===== src/design/efr_pkg.sv =====
// Shared types, constants and the CRC-16 byte update for the escaped frame receiver.
// No dependencies; imported by every module of the block.
package efr_pkg;

    localparam int STORE_DEPTH = 512;
    localparam int ADDR_W      = $clog2(STORE_DEPTH);
    localparam int LEN_W       = $clog2(STORE_DEPTH + 1);
    localparam int IDX_W       = 9;
    localparam int CMP_W       = ((LEN_W > IDX_W) ? LEN_W : IDX_W) + 1;

    localparam logic [1:0] FUNC_PUSH    = 2'd0;
    localparam logic [1:0] FUNC_READ    = 2'd1;
    localparam logic [1:0] FUNC_RELEASE = 2'd2;

    localparam logic [1:0] REG_START_CODE  = 2'd0;
    localparam logic [1:0] REG_END_CODE    = 2'd1;
    localparam logic [1:0] REG_ESCAPE_CODE = 2'd2;

    localparam logic [7:0] START_CODE_RST  = 8'h01;
    localparam logic [7:0] END_CODE_RST    = 8'h04;
    localparam logic [7:0] ESCAPE_CODE_RST = 8'h10;

    typedef enum logic [2:0] {
        EV_ABSORBED = 3'd0,
        EV_GOOD     = 3'd1,
        EV_BAD      = 3'd2,
        EV_DROPPED  = 3'd3,
        EV_READ     = 3'd4,
        EV_RELEASED = 3'd5
    } event_t;

    typedef struct packed {
        event_t      ev;
        logic        held;
        logic [9:0]  length;
        logic        rd_ok;
        logic [15:0] crc;
        logic [15:0] tail;
    } stage_t;

    localparam logic [15:0] NIB_TAB [16] = '{
        16'h0000, 16'h1021, 16'h2042, 16'h3063, 16'h4084, 16'h50a5, 16'h60c6, 16'h70e7,
        16'h8108, 16'h9129, 16'ha14a, 16'hb16b, 16'hc18c, 16'hd1ad, 16'he1ce, 16'hf1ef
    };

    function automatic logic [15:0] crc_feed(input logic [15:0] crc, input logic [7:0] b);
        logic [15:0] c;
        c = NIB_TAB[crc[15:12] ^ b[7:4]] ^ {crc[11:0], 4'h0};
        c = NIB_TAB[c[15:12] ^ b[3:0]] ^ {c[11:0], 4'h0};
        return c;
    endfunction

endpackage


===== src/design/escaped_frame_receiver_crc16_core.sv =====
// Top level of the escaped frame receiver with CRC-16 frame check.
// Depends on efr_pkg, efr_store_ram, efr_rx_ctrl and efr_out_pipe.
//
// Usage:
//   Input words arrive on item_valid/item_ready with func, rx_byte and read_index.
//   func selects push of a line byte, read of a stored byte, or release of a held frame.
//   Each input word produces exactly one result word on result_valid/result_ready.
//   The start, end and escape codes are written through cfg_write, cfg_index and
//   cfg_data while the block is idle; a write takes effect at the next clock edge.
//   From acceptance to result_valid a word passes the first stage register, which
//   takes the state update and the store access, and then the output register.
//   Throughput is one word per cycle while result_ready is high; the per-byte CRC update
//   runs two nibble table steps in the same cycle, and the RAM registers its read data.
//   When the receiver stalls, the output register holds its word and the first stage
//   holds the next one; item_ready drops only when both are full.
//   Reset restores the default codes, empties the frame, clears the escape and held
//   flags and the CRC. The store contents are not cleared; entries are only read
//   below the current length, so no clearing pass is needed.
module escaped_frame_receiver_crc16_core
    import efr_pkg::*;
(
    input  logic             clk,
    input  logic             rst_n,
    input  logic             cfg_write,
    input  logic [1:0]       cfg_index,
    input  logic [7:0]       cfg_data,
    input  logic             item_valid,
    output logic             item_ready,
    input  logic [1:0]       func,
    input  logic [7:0]       rx_byte,
    input  logic [IDX_W-1:0] read_index,
    output logic             result_valid,
    input  logic             result_ready,
    output logic [2:0]       event_res,
    output logic             frame_held,
    output logic [9:0]       frame_length,
    output logic [7:0]       read_data,
    output logic [15:0]      computed_crc,
    output logic [15:0]      received_crc
);

    logic              ram_we;
    logic [ADDR_W-1:0] ram_waddr;
    logic [7:0]        ram_wdata;
    logic              ram_re;
    logic [ADDR_W-1:0] ram_raddr;
    logic [7:0]        ram_rdata;
    stage_t            stage;
    logic              stage_valid;
    logic              stage_take;

    efr_store_ram u_store (
        .clk   (clk),
        .we    (ram_we),
        .waddr (ram_waddr),
        .wdata (ram_wdata),
        .re    (ram_re),
        .raddr (ram_raddr),
        .rdata (ram_rdata)
    );

    efr_rx_ctrl u_ctrl (
        .clk         (clk),
        .rst_n       (rst_n),
        .cfg_write   (cfg_write),
        .cfg_index   (cfg_index),
        .cfg_data    (cfg_data),
        .item_valid  (item_valid),
        .item_ready  (item_ready),
        .func        (func),
        .rx_byte     (rx_byte),
        .read_index  (read_index),
        .ram_we      (ram_we),
        .ram_waddr   (ram_waddr),
        .ram_wdata   (ram_wdata),
        .ram_re      (ram_re),
        .ram_raddr   (ram_raddr),
        .stage       (stage),
        .stage_valid (stage_valid),
        .stage_take  (stage_take)
    );

    efr_out_pipe u_out (
        .clk          (clk),
        .rst_n        (rst_n),
        .stage        (stage),
        .stage_valid  (stage_valid),
        .stage_take   (stage_take),
        .ram_rdata    (ram_rdata),
        .result_valid (result_valid),
        .result_ready (result_ready),
        .event_res    (event_res),
        .frame_held   (frame_held),
        .frame_length (frame_length),
        .read_data    (read_data),
        .computed_crc (computed_crc),
        .received_crc (received_crc)
    );

endmodule


===== src/design/efr_store_ram.sv =====
// Frame store: single write port, single read port, registered read data.
// Depends on efr_pkg for depth and address width.
module efr_store_ram
    import efr_pkg::*;
(
    input  logic              clk,
    input  logic              we,
    input  logic [ADDR_W-1:0] waddr,
    input  logic [7:0]        wdata,
    input  logic              re,
    input  logic [ADDR_W-1:0] raddr,
    output logic [7:0]        rdata
);

    logic [7:0] store_mem [STORE_DEPTH];
    logic [7:0] rdata_reg;

    always_ff @(posedge clk)
    begin
        if (we)
        begin
            store_mem[waddr] <= wdata;
        end
    end

    always_ff @(posedge clk)
    begin
        if (re)
        begin
            rdata_reg <= store_mem[raddr];
        end
    end

    assign rdata = rdata_reg;

endmodule


===== src/design/efr_rx_ctrl.sv =====
// Input decode, code registers, frame state and CRC tracking; drives the store ports.
// Depends on efr_pkg; feeds the first pipeline stage to efr_out_pipe.
module efr_rx_ctrl
    import efr_pkg::*;
(
    input  logic              clk,
    input  logic              rst_n,
    input  logic              cfg_write,
    input  logic [1:0]        cfg_index,
    input  logic [7:0]        cfg_data,
    input  logic              item_valid,
    output logic              item_ready,
    input  logic [1:0]        func,
    input  logic [7:0]        rx_byte,
    input  logic [IDX_W-1:0]  read_index,
    output logic              ram_we,
    output logic [ADDR_W-1:0] ram_waddr,
    output logic [7:0]        ram_wdata,
    output logic              ram_re,
    output logic [ADDR_W-1:0] ram_raddr,
    output stage_t            stage,
    output logic              stage_valid,
    input  logic              stage_take
);

    logic [7:0]       start_code_reg, end_code_reg, escape_code_reg;
    logic [LEN_W-1:0] len_reg, len_next;
    logic [15:0]      crc_reg, crc_next;
    logic [7:0]       tail0_reg, tail0_next, tail1_reg, tail1_next;
    logic             esc_reg, esc_next;
    logic             held_reg, held_next;
    logic             stage_valid_reg;
    stage_t           stage_reg, stage_next;
    logic             accept;
    logic             put;
    logic             rd_ok;
    logic             do_read;
    event_t           ev;
    logic [ADDR_W-1:0] put_addr;

    assign item_ready = !stage_valid_reg || stage_take;
    assign accept     = item_valid && item_ready;

    always_comb
    begin
        len_next   = len_reg;
        crc_next   = crc_reg;
        tail0_next = tail0_reg;
        tail1_next = tail1_reg;
        esc_next   = esc_reg;
        held_next  = held_reg;
        ev         = EV_ABSORBED;
        put        = 1'b0;
        rd_ok      = 1'b0;
        do_read    = 1'b0;
        put_addr   = '0;
        if (accept)
        begin
            unique case (func)
                FUNC_PUSH:
                begin
                    if (held_reg)
                    begin
                        ev = EV_DROPPED;
                    end
                    else
                    begin
                        if (len_reg >= LEN_W'(STORE_DEPTH))
                        begin
                            len_next   = '0;
                            crc_next   = '0;
                            tail0_next = '0;
                            tail1_next = '0;
                        end
                        priority if (esc_reg)
                        begin
                            put      = 1'b1;
                            esc_next = 1'b0;
                        end
                        else if (rx_byte == start_code_reg)
                        begin
                            len_next   = '0;
                            crc_next   = '0;
                            tail0_next = '0;
                            tail1_next = '0;
                        end
                        else if (rx_byte == end_code_reg)
                        begin
                            if (len_next > LEN_W'(2) && crc_next == {tail1_next, tail0_next})
                            begin
                                held_next = 1'b1;
                                ev        = EV_GOOD;
                            end
                            else
                            begin
                                ev = EV_BAD;
                            end
                        end
                        else if (rx_byte == escape_code_reg)
                        begin
                            esc_next = 1'b1;
                        end
                        else
                        begin
                            put = 1'b1;
                        end
                        if (put)
                        begin
                            put_addr = ADDR_W'(len_next);
                            if (len_next >= LEN_W'(2))
                            begin
                                crc_next = crc_feed(crc_next, tail0_next);
                            end
                            tail0_next = tail1_next;
                            tail1_next = rx_byte;
                            len_next   = len_next + LEN_W'(1);
                        end
                    end
                end
                FUNC_READ:
                begin
                    ev      = EV_READ;
                    do_read = 1'b1;
                    rd_ok   = (CMP_W'(read_index) < CMP_W'(len_reg)) &&
                              (CMP_W'(read_index) < CMP_W'(STORE_DEPTH));
                end
                FUNC_RELEASE:
                begin
                    held_next = 1'b0;
                    ev        = EV_RELEASED;
                end
                default:
                begin
                    ev = EV_ABSORBED;
                end
            endcase
        end
    end

    always_comb
    begin
        stage_next        = stage_reg;
        stage_next.ev     = ev;
        stage_next.held   = held_next;
        stage_next.length = 10'(len_next);
        stage_next.rd_ok  = rd_ok;
        stage_next.crc    = (len_next >= LEN_W'(2)) ? crc_next : 16'h0000;
        stage_next.tail   = (len_next >= LEN_W'(2)) ? {tail1_next, tail0_next} : 16'h0000;
    end

    assign ram_we    = put;
    assign ram_waddr = put_addr;
    assign ram_wdata = rx_byte;
    assign ram_re    = do_read;
    assign ram_raddr = ADDR_W'(read_index);

    always_ff @(posedge clk or negedge rst_n)
    begin
        if (!rst_n)
        begin
            start_code_reg  <= START_CODE_RST;
            end_code_reg    <= END_CODE_RST;
            escape_code_reg <= ESCAPE_CODE_RST;
            len_reg         <= '0;
            crc_reg         <= '0;
            tail0_reg       <= '0;
            tail1_reg       <= '0;
            esc_reg         <= 1'b0;
            held_reg        <= 1'b0;
            stage_valid_reg <= 1'b0;
        end
        else
        begin
            if (cfg_write)
            begin
                unique case (cfg_index)
                    REG_START_CODE:  start_code_reg  <= cfg_data;
                    REG_END_CODE:    end_code_reg    <= cfg_data;
                    REG_ESCAPE_CODE: escape_code_reg <= cfg_data;
                    default:         start_code_reg  <= start_code_reg;
                endcase
            end
            len_reg   <= len_next;
            crc_reg   <= crc_next;
            tail0_reg <= tail0_next;
            tail1_reg <= tail1_next;
            esc_reg   <= esc_next;
            held_reg  <= held_next;
            if (accept)
            begin
                stage_valid_reg <= 1'b1;
            end
            else if (stage_take)
            begin
                stage_valid_reg <= 1'b0;
            end
        end
    end

    always_ff @(posedge clk)
    begin
        if (accept)
        begin
            stage_reg <= stage_next;
        end
    end

    assign stage       = stage_reg;
    assign stage_valid = stage_valid_reg;

endmodule


===== src/design/efr_out_pipe.sv =====
// Output register: joins the first stage with the store read data and holds the word
// until it is taken. Depends on efr_pkg.
module efr_out_pipe
    import efr_pkg::*;
(
    input  logic        clk,
    input  logic        rst_n,
    input  stage_t      stage,
    input  logic        stage_valid,
    output logic        stage_take,
    input  logic [7:0]  ram_rdata,
    output logic        result_valid,
    input  logic        result_ready,
    output logic [2:0]  event_res,
    output logic        frame_held,
    output logic [9:0]  frame_length,
    output logic [7:0]  read_data,
    output logic [15:0] computed_crc,
    output logic [15:0] received_crc
);

    logic        out_valid_reg;
    logic [2:0]  event_reg;
    logic        held_reg;
    logic [9:0]  length_reg;
    logic [7:0]  read_data_reg;
    logic [15:0] crc_reg;
    logic [15:0] tail_reg;

    assign stage_take = stage_valid && (!out_valid_reg || result_ready);

    always_ff @(posedge clk or negedge rst_n)
    begin
        if (!rst_n)
        begin
            out_valid_reg <= 1'b0;
        end
        else if (stage_take)
        begin
            out_valid_reg <= 1'b1;
        end
        else if (result_ready)
        begin
            out_valid_reg <= 1'b0;
        end
    end

    always_ff @(posedge clk)
    begin
        if (stage_take)
        begin
            event_reg     <= stage.ev;
            held_reg      <= stage.held;
            length_reg    <= stage.length;
            read_data_reg <= stage.rd_ok ? ram_rdata : 8'h00;
            crc_reg       <= stage.crc;
            tail_reg      <= stage.tail;
        end
    end

    assign result_valid = out_valid_reg;
    assign event_res    = event_reg;
    assign frame_held   = held_reg;
    assign frame_length = length_reg;
    assign read_data    = read_data_reg;
    assign computed_crc = crc_reg;
    assign received_crc = tail_reg;

endmodule

===== config.mk =====
export PLATFORM = sky130hd
export DESIGN_NAME = escaped_frame_receiver_crc16_core
export DESIGN_NICKNAME = d
export VERILOG_FILES = /design/src/design/efr_pkg.sv /design/src/design/escaped_frame_receiver_crc16_core.sv /design/src/design/efr_store_ram.sv /design/src/design/efr_rx_ctrl.sv /design/src/design/efr_out_pipe.sv
export SDC_FILE = /design/constraint.sdc
export NUM_CORES = 2
export LEC_CHECK = 0
export BUFFER_PORTS_ARGS = -buffer_cell sky130_fd_sc_hd__buf_2
export CORE_ASPECT_RATIO = 1.5
export CORE_UTILIZATION = 25
export DETAILED_ROUTE_END_ITERATION = 8
export GPL_TIMING_DRIVEN = 0
export PLACE_DENSITY = 0.37
export RECOVER_POWER = 25
export SYNTH_ARGS = -nofsm -noshare
export SYNTH_HDL_FRONTEND = slang
export SYNTH_SLANG_ARGS = --single-unit

===== constraint.sdc =====
create_clock -name clk -period 5.35 [get_ports clk]
set_input_delay 0.2675 -clock clk [delete_from_list [all_inputs] [get_ports clk]]
set_output_delay 0.2675 -clock clk [all_outputs]
set_load 0.01 [all_outputs]

== After elaboration in Yosys (flattened, before gate mapping) ==
Memories as Yosys holds them, arrays and structs flattened. A register that Yosys moved wholly into a read port is not among the register bits.
Cells that the tools add are included.
Word-level totals
  bits in latches: 0
  register bits after elaboration: 171
  input port bits: 34
  memories kept: 3
  memory bits (read-only): 512
  logic and storage cells: 157
  memory bits (writable): 4096
Memories
  u_store.store_mem: depth 512, bits a word 8, rd ports 1, clocked after Yosys merged registers in 1, write ports 1, RTL line efr_store_ram.sv:15  | logic [7:0] store_mem [STORE_DEPTH];
  (no name shown): depth 16, bits a word 16, rd ports 1, clocked after Yosys merged registers in 0, write ports 0, RTL line efr_pkg.sv:48  | c = NIB_TAB[crc[15:12] ^ b[7:4]] ^ {crc[11:0], 4'h0};
  (no name shown): depth 16, bits a word 16, rd ports 1, clocked after Yosys merged registers in 0, write ports 0, RTL line efr_pkg.sv:49  | c = NIB_TAB[c[15:12] ^ b[3:0]] ^ {c[11:0], 4'h0};
Operators by class
  $lt $le $gt $ge: 7
  multipliers: 0
  divide/modulo/power cells: 0
  shifts and indexed selects: 0
  mux-type cells: 93
  $add $sub $neg: 1
  reductions and logical operators: 15
  bitwise logic cells: 7
  equal/unequal tests: 8
Operators with widths (count)
  16-bit two-way mux: 18
  8-bit two-way mux: 23
  10-bit two-way mux: 13
  9-bit two-way mux: 4
  16-bit bitwise XOR: 2
  1-bit two-way mux: 28
  8-bit == test: 3
  10-bit by 2-bit greater-or-equal comparator with 1-bit output (second input constant): 2
  16-bit == test: 1
  3-bit two-way mux: 4
  10-bit by 1-bit adder with 10-bit output (second input constant): 1
  10-bit greater-or-equal comparator (second input constant): 1
  5-bit greater-or-equal comparator (second input constant): 2
  10-bit by 2-bit greater-than comparator with 1-bit output (second input constant): 1
  9-bit by 10-bit less-than comparator with 1-bit output: 1
  4-bit inverter with 5-bit output: 2
  3-bit case mux with 3 select lines: 1
  4-bit bitwise XOR: 2
  2-bit AND reduction: 3
  2-bit by 1-bit == test with 1-bit output (second input constant): 2
  2-bit == test (second input constant): 2
  2-bit zero test: 2
  2-bit nonzero test: 2
  1-bit logical AND: 3
  6 further kinds: 8

== Logic depth before layout (Yosys ltp) ==
  depth after elaboration: 28
  mapped depth: 17

== Hierarchy ==
Synthesis repeated with hierarchy kept, for this count alone.
Second synthesis, totals
  cell total of the unflattened synthesis: 8584
  area total of the unflattened synthesis: 167624.5 µm²
By module, submodules not included
  efr_store_ram: times used 1, cells each 8030, area each 160007.2 µm²
  efr_rx_ctrl: times used 1, cells each 488, area each 5891.9 µm²
  efr_out_pipe: times used 1, cells each 66, area each 1725.4 µm²

== Worst setup path after synthesis ==
No wires, ideal clock.
  path type: reg2reg
  from: register u_ctrl.start_code_reg[0]
  to: register u_ctrl.stage_reg (netlist bit u_ctrl.stage[0]) (data pin)
  buffers on the path: 5
  slack: 1.484 ns
  data arrival time: 3.602 ns
  data required time: 5.086 ns
  stages on the path, launching flop included: 16
  library setup time: 0.264 ns
  period minus slack after synthesis: 3.866 ns
  path through: dfstp_2 > xor2_1 > nor4_2 > a31oi_1 > buf_4 > buf_4 > buf_4 > buf_4 > and2_1 > ha_1 > and3_1 > nand3_1 > o2bb2ai_1 > a2111oi_2 > buf_2 > a21boi_2
On the way
  cells in the longest elaborated chain, start to end: 12
  elaborated cells between the ends (all ways): 28
  those cells by class: 1 x add/sub; 1 x order compare; 1 x eq/ne; 25 x mux
Ends and longest elaborated chain
  from (decl): RTL line efr_rx_ctrl.sv:26  | logic [7:0] start_code_reg, end_code_reg, escape_code_reg;
  from (signal assigned): RTL line efr_rx_ctrl.sv:177  | REG_START_CODE: start_code_reg <= cfg_data;
  from (signal assigned): RTL line efr_rx_ctrl.sv:180  | default: start_code_reg <= start_code_reg;
  8-bit == test (*): RTL line efr_rx_ctrl.sv:80  | else if (rx_byte == start_code_reg)
  10-bit two-way mux: RTL line efr_rx_ctrl.sv:80
  10-bit two-way mux: RTL line efr_rx_ctrl.sv:75  | priority if (esc_reg)
  10-bit two-way mux: RTL line efr_rx_ctrl.sv:62  | if (held_reg)
  10-bit two-way mux: RTL line efr_rx_ctrl.sv:59  | unique case (func)
  10-bit two-way mux: RTL line efr_rx_ctrl.sv:57  | if (accept)
  10-bit by 1-bit adder with 10-bit output: RTL line efr_rx_ctrl.sv:116  | len_next = len_next + LEN_W'(1);
  10-bit two-way mux: RTL line efr_rx_ctrl.sv:107  | if (put)
  10-bit two-way mux: RTL line efr_rx_ctrl.sv:62
  10-bit two-way mux: RTL line efr_rx_ctrl.sv:59
  10-bit two-way mux: RTL line efr_rx_ctrl.sv:57
  10-bit by 2-bit greater-or-equal comparator with 1-bit output: RTL line efr_rx_ctrl.sv:148  | stage_next.tail = (len_next >= LEN_W'(2)) ? {tail1_next, tail0_next} : 16'h0000;
  to (signal assigned): RTL line efr_rx_ctrl.sv:204  | stage_reg <= stage_next;
  to (decl): RTL line efr_rx_ctrl.sv:33  | stage_t stage_reg, stage_next;
Mark *: on every way between the ends. The rest lies on a longest branch, timed or not. The select of a mux whose other input is x is not followed.
A chain may end at the register's enable or synchronous reset.

== Worst setup path after layout ==
  from: input rx_byte[6]
  to: memory u_store.store_mem[55][0], enable pin
On the way
  cells in the longest elaborated chain, start to end: 13
  elaborated cells between the ends (all ways): 24
  those cells by class: 3 x eq/ne; 21 x mux
Ends and longest elaborated chain
  from (decl): RTL line escaped_frame_receiver_crc16_core.sv:30  | input logic [7:0] rx_byte,
  8-bit == test: RTL line efr_rx_ctrl.sv:99  | else if (rx_byte == escape_code_reg)
  1-bit two-way mux: RTL line efr_rx_ctrl.sv:99
  1-bit two-way mux: RTL line efr_rx_ctrl.sv:87  | else if (rx_byte == end_code_reg)
  1-bit two-way mux: RTL line efr_rx_ctrl.sv:80
  1-bit two-way mux: RTL line efr_rx_ctrl.sv:75
  1-bit two-way mux: RTL line efr_rx_ctrl.sv:62
  1-bit two-way mux: RTL line efr_rx_ctrl.sv:59
  1-bit two-way mux: RTL line efr_rx_ctrl.sv:57
  1-bit two-way mux: RTL line efr_rx_ctrl.sv:62
  1-bit two-way mux: RTL line efr_rx_ctrl.sv:59
  1-bit two-way mux: RTL line efr_rx_ctrl.sv:57
  1-bit two-way mux: RTL line efr_store_ram.sv:20  | if (we)
  1-bit two-way mux (implied by the code): RTL line efr_store_ram.sv:22  | store_mem[waddr] <= wdata;
  to (decl): RTL line efr_store_ram.sv:15
Parallel ways exist; a longest one is shown, timed or not. The select of a mux whose other input is x is not followed.

==> run metrics <==
synth cell count leaders edfxtp_1 (4,205), mux4_2 (1,280), nor2_1 (546); Tot GR Track Use 0.175; grt ovf 0; Pint 55.4 mW; Cell Count, Final, Fillers Out 17,200; Tmin final 5.46 ns; pwr/cell area about 370 nW/um^2; post-synthesis sequential area ratio 0.774; cells along the critical path dlygate4sd3_1 -> buf_8 -> buf_12 -> buf_16 -> xor2_2 -> nor4_4 -> a31oi_4 -> buf_4 -> buf_4 -> buf_4 -> buf_4 -> and2_1 -> ha_2 -> and3_2 -> nand2_1 -> buf_2 -> nor2_2; Layout Utilization 0.300; Worst Path Arrival roughly 6.1 ns; Starting DRT DRC Count 6,557; Longest Clk Path Bufs 4; status finished with violations; crit path launch type primary input; Synth cell types 59; cell taking the most area after synthesis edfxtp_1; Residual DRC 0; cts bufs inserted between 400 and 500; Top FF cell, synth edfxtp_1; Synthesis Warnings 0; final worst setup slack -0.108 ns; Hold Crit Class primary input to flip-flop; antenna violations before repair 30; share of cells above drive strength 1 0.360; Max Clk Rate between 0.15 and 0.2 GHz; CP max stage delay 0.59 ns; Final nets 8,064; First-pass DRT Iterations 6; CP bufs+invs 9; fin. max-slew vios 725; final hold vios 0; H-tree depth 5; Clock Sinks 4,275; top cell type's share of synthesized area 0.763; Vias 78,600; PnR Total Power 72.5 mW; core area 659,000 um^2; Leak 59.8 nW; sequential share of power 0.515; most common cell in the netlist edfxtp_1; Clk pwr share 0.413; async set-or-reset flop fraction in the synthesized netlist 0.0164; Clock Skew roughly 0.062 ns; CTS tree yes; Fin Hold WS 0.0445 ns; WL final between 500,000 and 600,000 um; Die ar. 665,000 um^2; PortBufs 88; Ports 90; Crit Path Category primary input to flip-flop; Initial Util 0.251; Max stage delay cell, worst path nor2_2; failing checks capacitance limit, slew limit, setup timing; Routed Antenna Nets 0; Synth Cell Area 165,000 um^2; row cnt roughly 370; worst rel slew slack -2.72; maximum VDD drop 249 uV; delay-heaviest family, CP buffers and inverters; clock-pin slew on the worst setup and hold paths 0.06 ns; final setup violation count 168; cells after synthesis approximately 7,100; number of synthesized flops with an enable pin 4,205; setup repair after global routing missed its margin true; Net Sw Frac 0.235; gp weighted congestion 0.882; Avg Cell Area, Syn 23.3 um^2; vias per cell approximately 4.6; routed len/inst 34.5 um; Synth Net Count a little over 7,000; vias in the first global route 84,600; dpl hpwl 414,000 um; Max-cap violations 14; Horiz. Die Dim ~670 um; crit path max fanout 101; critical path capture point type flip-flop; area grow syn2layout 19.6%; synthesized flop and latch total 4,275; sw power 17.0 mW; logic gate share of total power 0.072; root buf cell clkbuf_16; clk_lat worst skew 0.97 ns; Worst Path Required around 5.9 ns; final critical-path share of the clock period 1.02; first-pass GRT wire length about 790,000 um; DIE HEIGHT approximately 1000 um; top post-synthesis cells by area edfxtp_1 (76%), mux4_2 (17%), nor2_1 (1.2%); max FFs per register 4,096; cell repeated most along the worst path buf_4; placed cell count 16,100; Worst Tran Pin Value approximately 5.6 ns; largest net degree at the start of global routing 141
-- final timing paths --
check                                   start                         to  slack, ns  cells after the start
hold reg to reg              u_ctrl.stage[29]     u_out.computed_crc[13]       0.42                      0
setup / recovery                   rx_byte[6]   u_store.store_mem[55][0]      -0.11                     17
setup reg to reg           u_out.result_valid  u_store.store_mem[499][1]       0.14                     11
min in group asynchronous               rst_n  u_ctrl.escape_code_reg[1]       0.55                      3
max in group asynchronous               rst_n     u_ctrl.end_code_reg[2]       3.95                      4
hold / removal                     rx_byte[4]  u_store.store_mem[372][4]       0.04                      2
-- kinds of logic (layout without fill, tap and decap cells) --
kind of cell | Yosys count | count (layout) | share of synthesized area
buffers and inverters | 422 | 1669 | 0.0105
and+or+nand+nor | 729 | 729 | 0.0185
AOI/OAI and AO/OA | 178 | 178 | 0.00918
muxes | 1436 | 1436 | 0.184
DFF | 4275 | 4275 | 0.774
adders and majority gates | 14 | 14 | 0.00106
other | 0 | 21 | 0
xor gates and xnor gates | 60 | 60 | 0.00318
-- cell type report --
| class | count | area [um^2] |
|---|---|---|
| sequential | 4275 | 128000 |
| multi-input combinational | 2417 | 37900 |
| clock buffer | 507 | 11000 |
| fill | 63500 | 461000 |
| tap | 8808 | 11000 |
| inverter | 16 | 60.1 |
| antenna | 21 | 52.6 |
| timing repair buffer | 479 | 5320 |
| clock inverter | 261 | 2550 |
| buffer | 406 | 1980 |
-- metal layers --
metal | wire, um | vias up | global-route usage
met1 | 211000 | 43900 | 0.190
met2 | 331000 | 1921 | 0.340
li1 | - | 32100 | -
met5 | 27 | - | 0
met3 | 22400 | 732 | 0.0207
met4 | 28700 | 4 | 0.0728
-- per-stage QoR --
step,area (um^2),TNS [ns],setup WS (ns)
global route,198000,-1.28,-0.0278
finish,198000,-8.28,-0.108
CTS,198000,-3.50,-0.167
detailed placement,179000,-,-3.55
floorplan,165000,0,1.48
global placement,177000,-,-10.95
-- power groups by stage --
stage	Clock, mW	Combinational [mW]	Sequential (mW)
after CTS	30.7	5.41	37.3
final	30.0	5.23	37.3
after detailed placement	0	5.23	38.0
after global placement	0	5.00	38.3
after global routing	31.7	5.45	37.3
after floorplan	0	2.36	37.9
-- layout by cell type (no fill, tap or decap), types with 13 or more instances in the layout --
master / Yosys / routed
buf_8: 0 / 13
nor2_4: 0 / 192
a22o_1: 26 / 26
bufinv_16: 0 / 37
edfxtp_1: 4205 / 4205
clkinv_2: 0 / 93
buf_16: 0 / 49
a21boi_2: 30 / 30
clkbuf_2: 0 / 53
clkbuf_16: 0 / 430
nand3_1: 24 / 13
dlygate4sd3_1: 0 / 36
nor2_1: 546 / 161
nand4_1: 33 / 33
mux2_2: 25 / 25
clkbuf_1: 224 / 248
nand2_1: 57 / 52
buf_12: 0 / 50
buf_2: 88 / 172
mux2i_2: 0 / 21
diode_2: 0 / 21
clkinvlp_4: 0 / 15
inv_1: 16 / 15
ha_1: 14 / 13
buf_4: 4 / 239
buf_6: 4 / 24
xor2_1: 24 / 23
dfrtp_1: 67 / 67
xnor2_1: 36 / 36
buf_1: 86 / 55
mux2i_1: 131 / 110
nor2_2: 0 / 193
clkinv_1: 0 / 85
a22oi_1: 65 / 65
mux4_2: 1280 / 1280
-- timing repair --
item / in CTS / in global routing
pin swaps: 170 / 2
cloned: 4 / 0
resized for setup: 662 / 22
buffers inserted: 245 / 2
hold endpoints to repair: 666 / 5
hold buffers: 49 / 1
endpoints found under the setup margin: 4150 / 542
No activity file was read; power rests on OpenSTA's default activity.
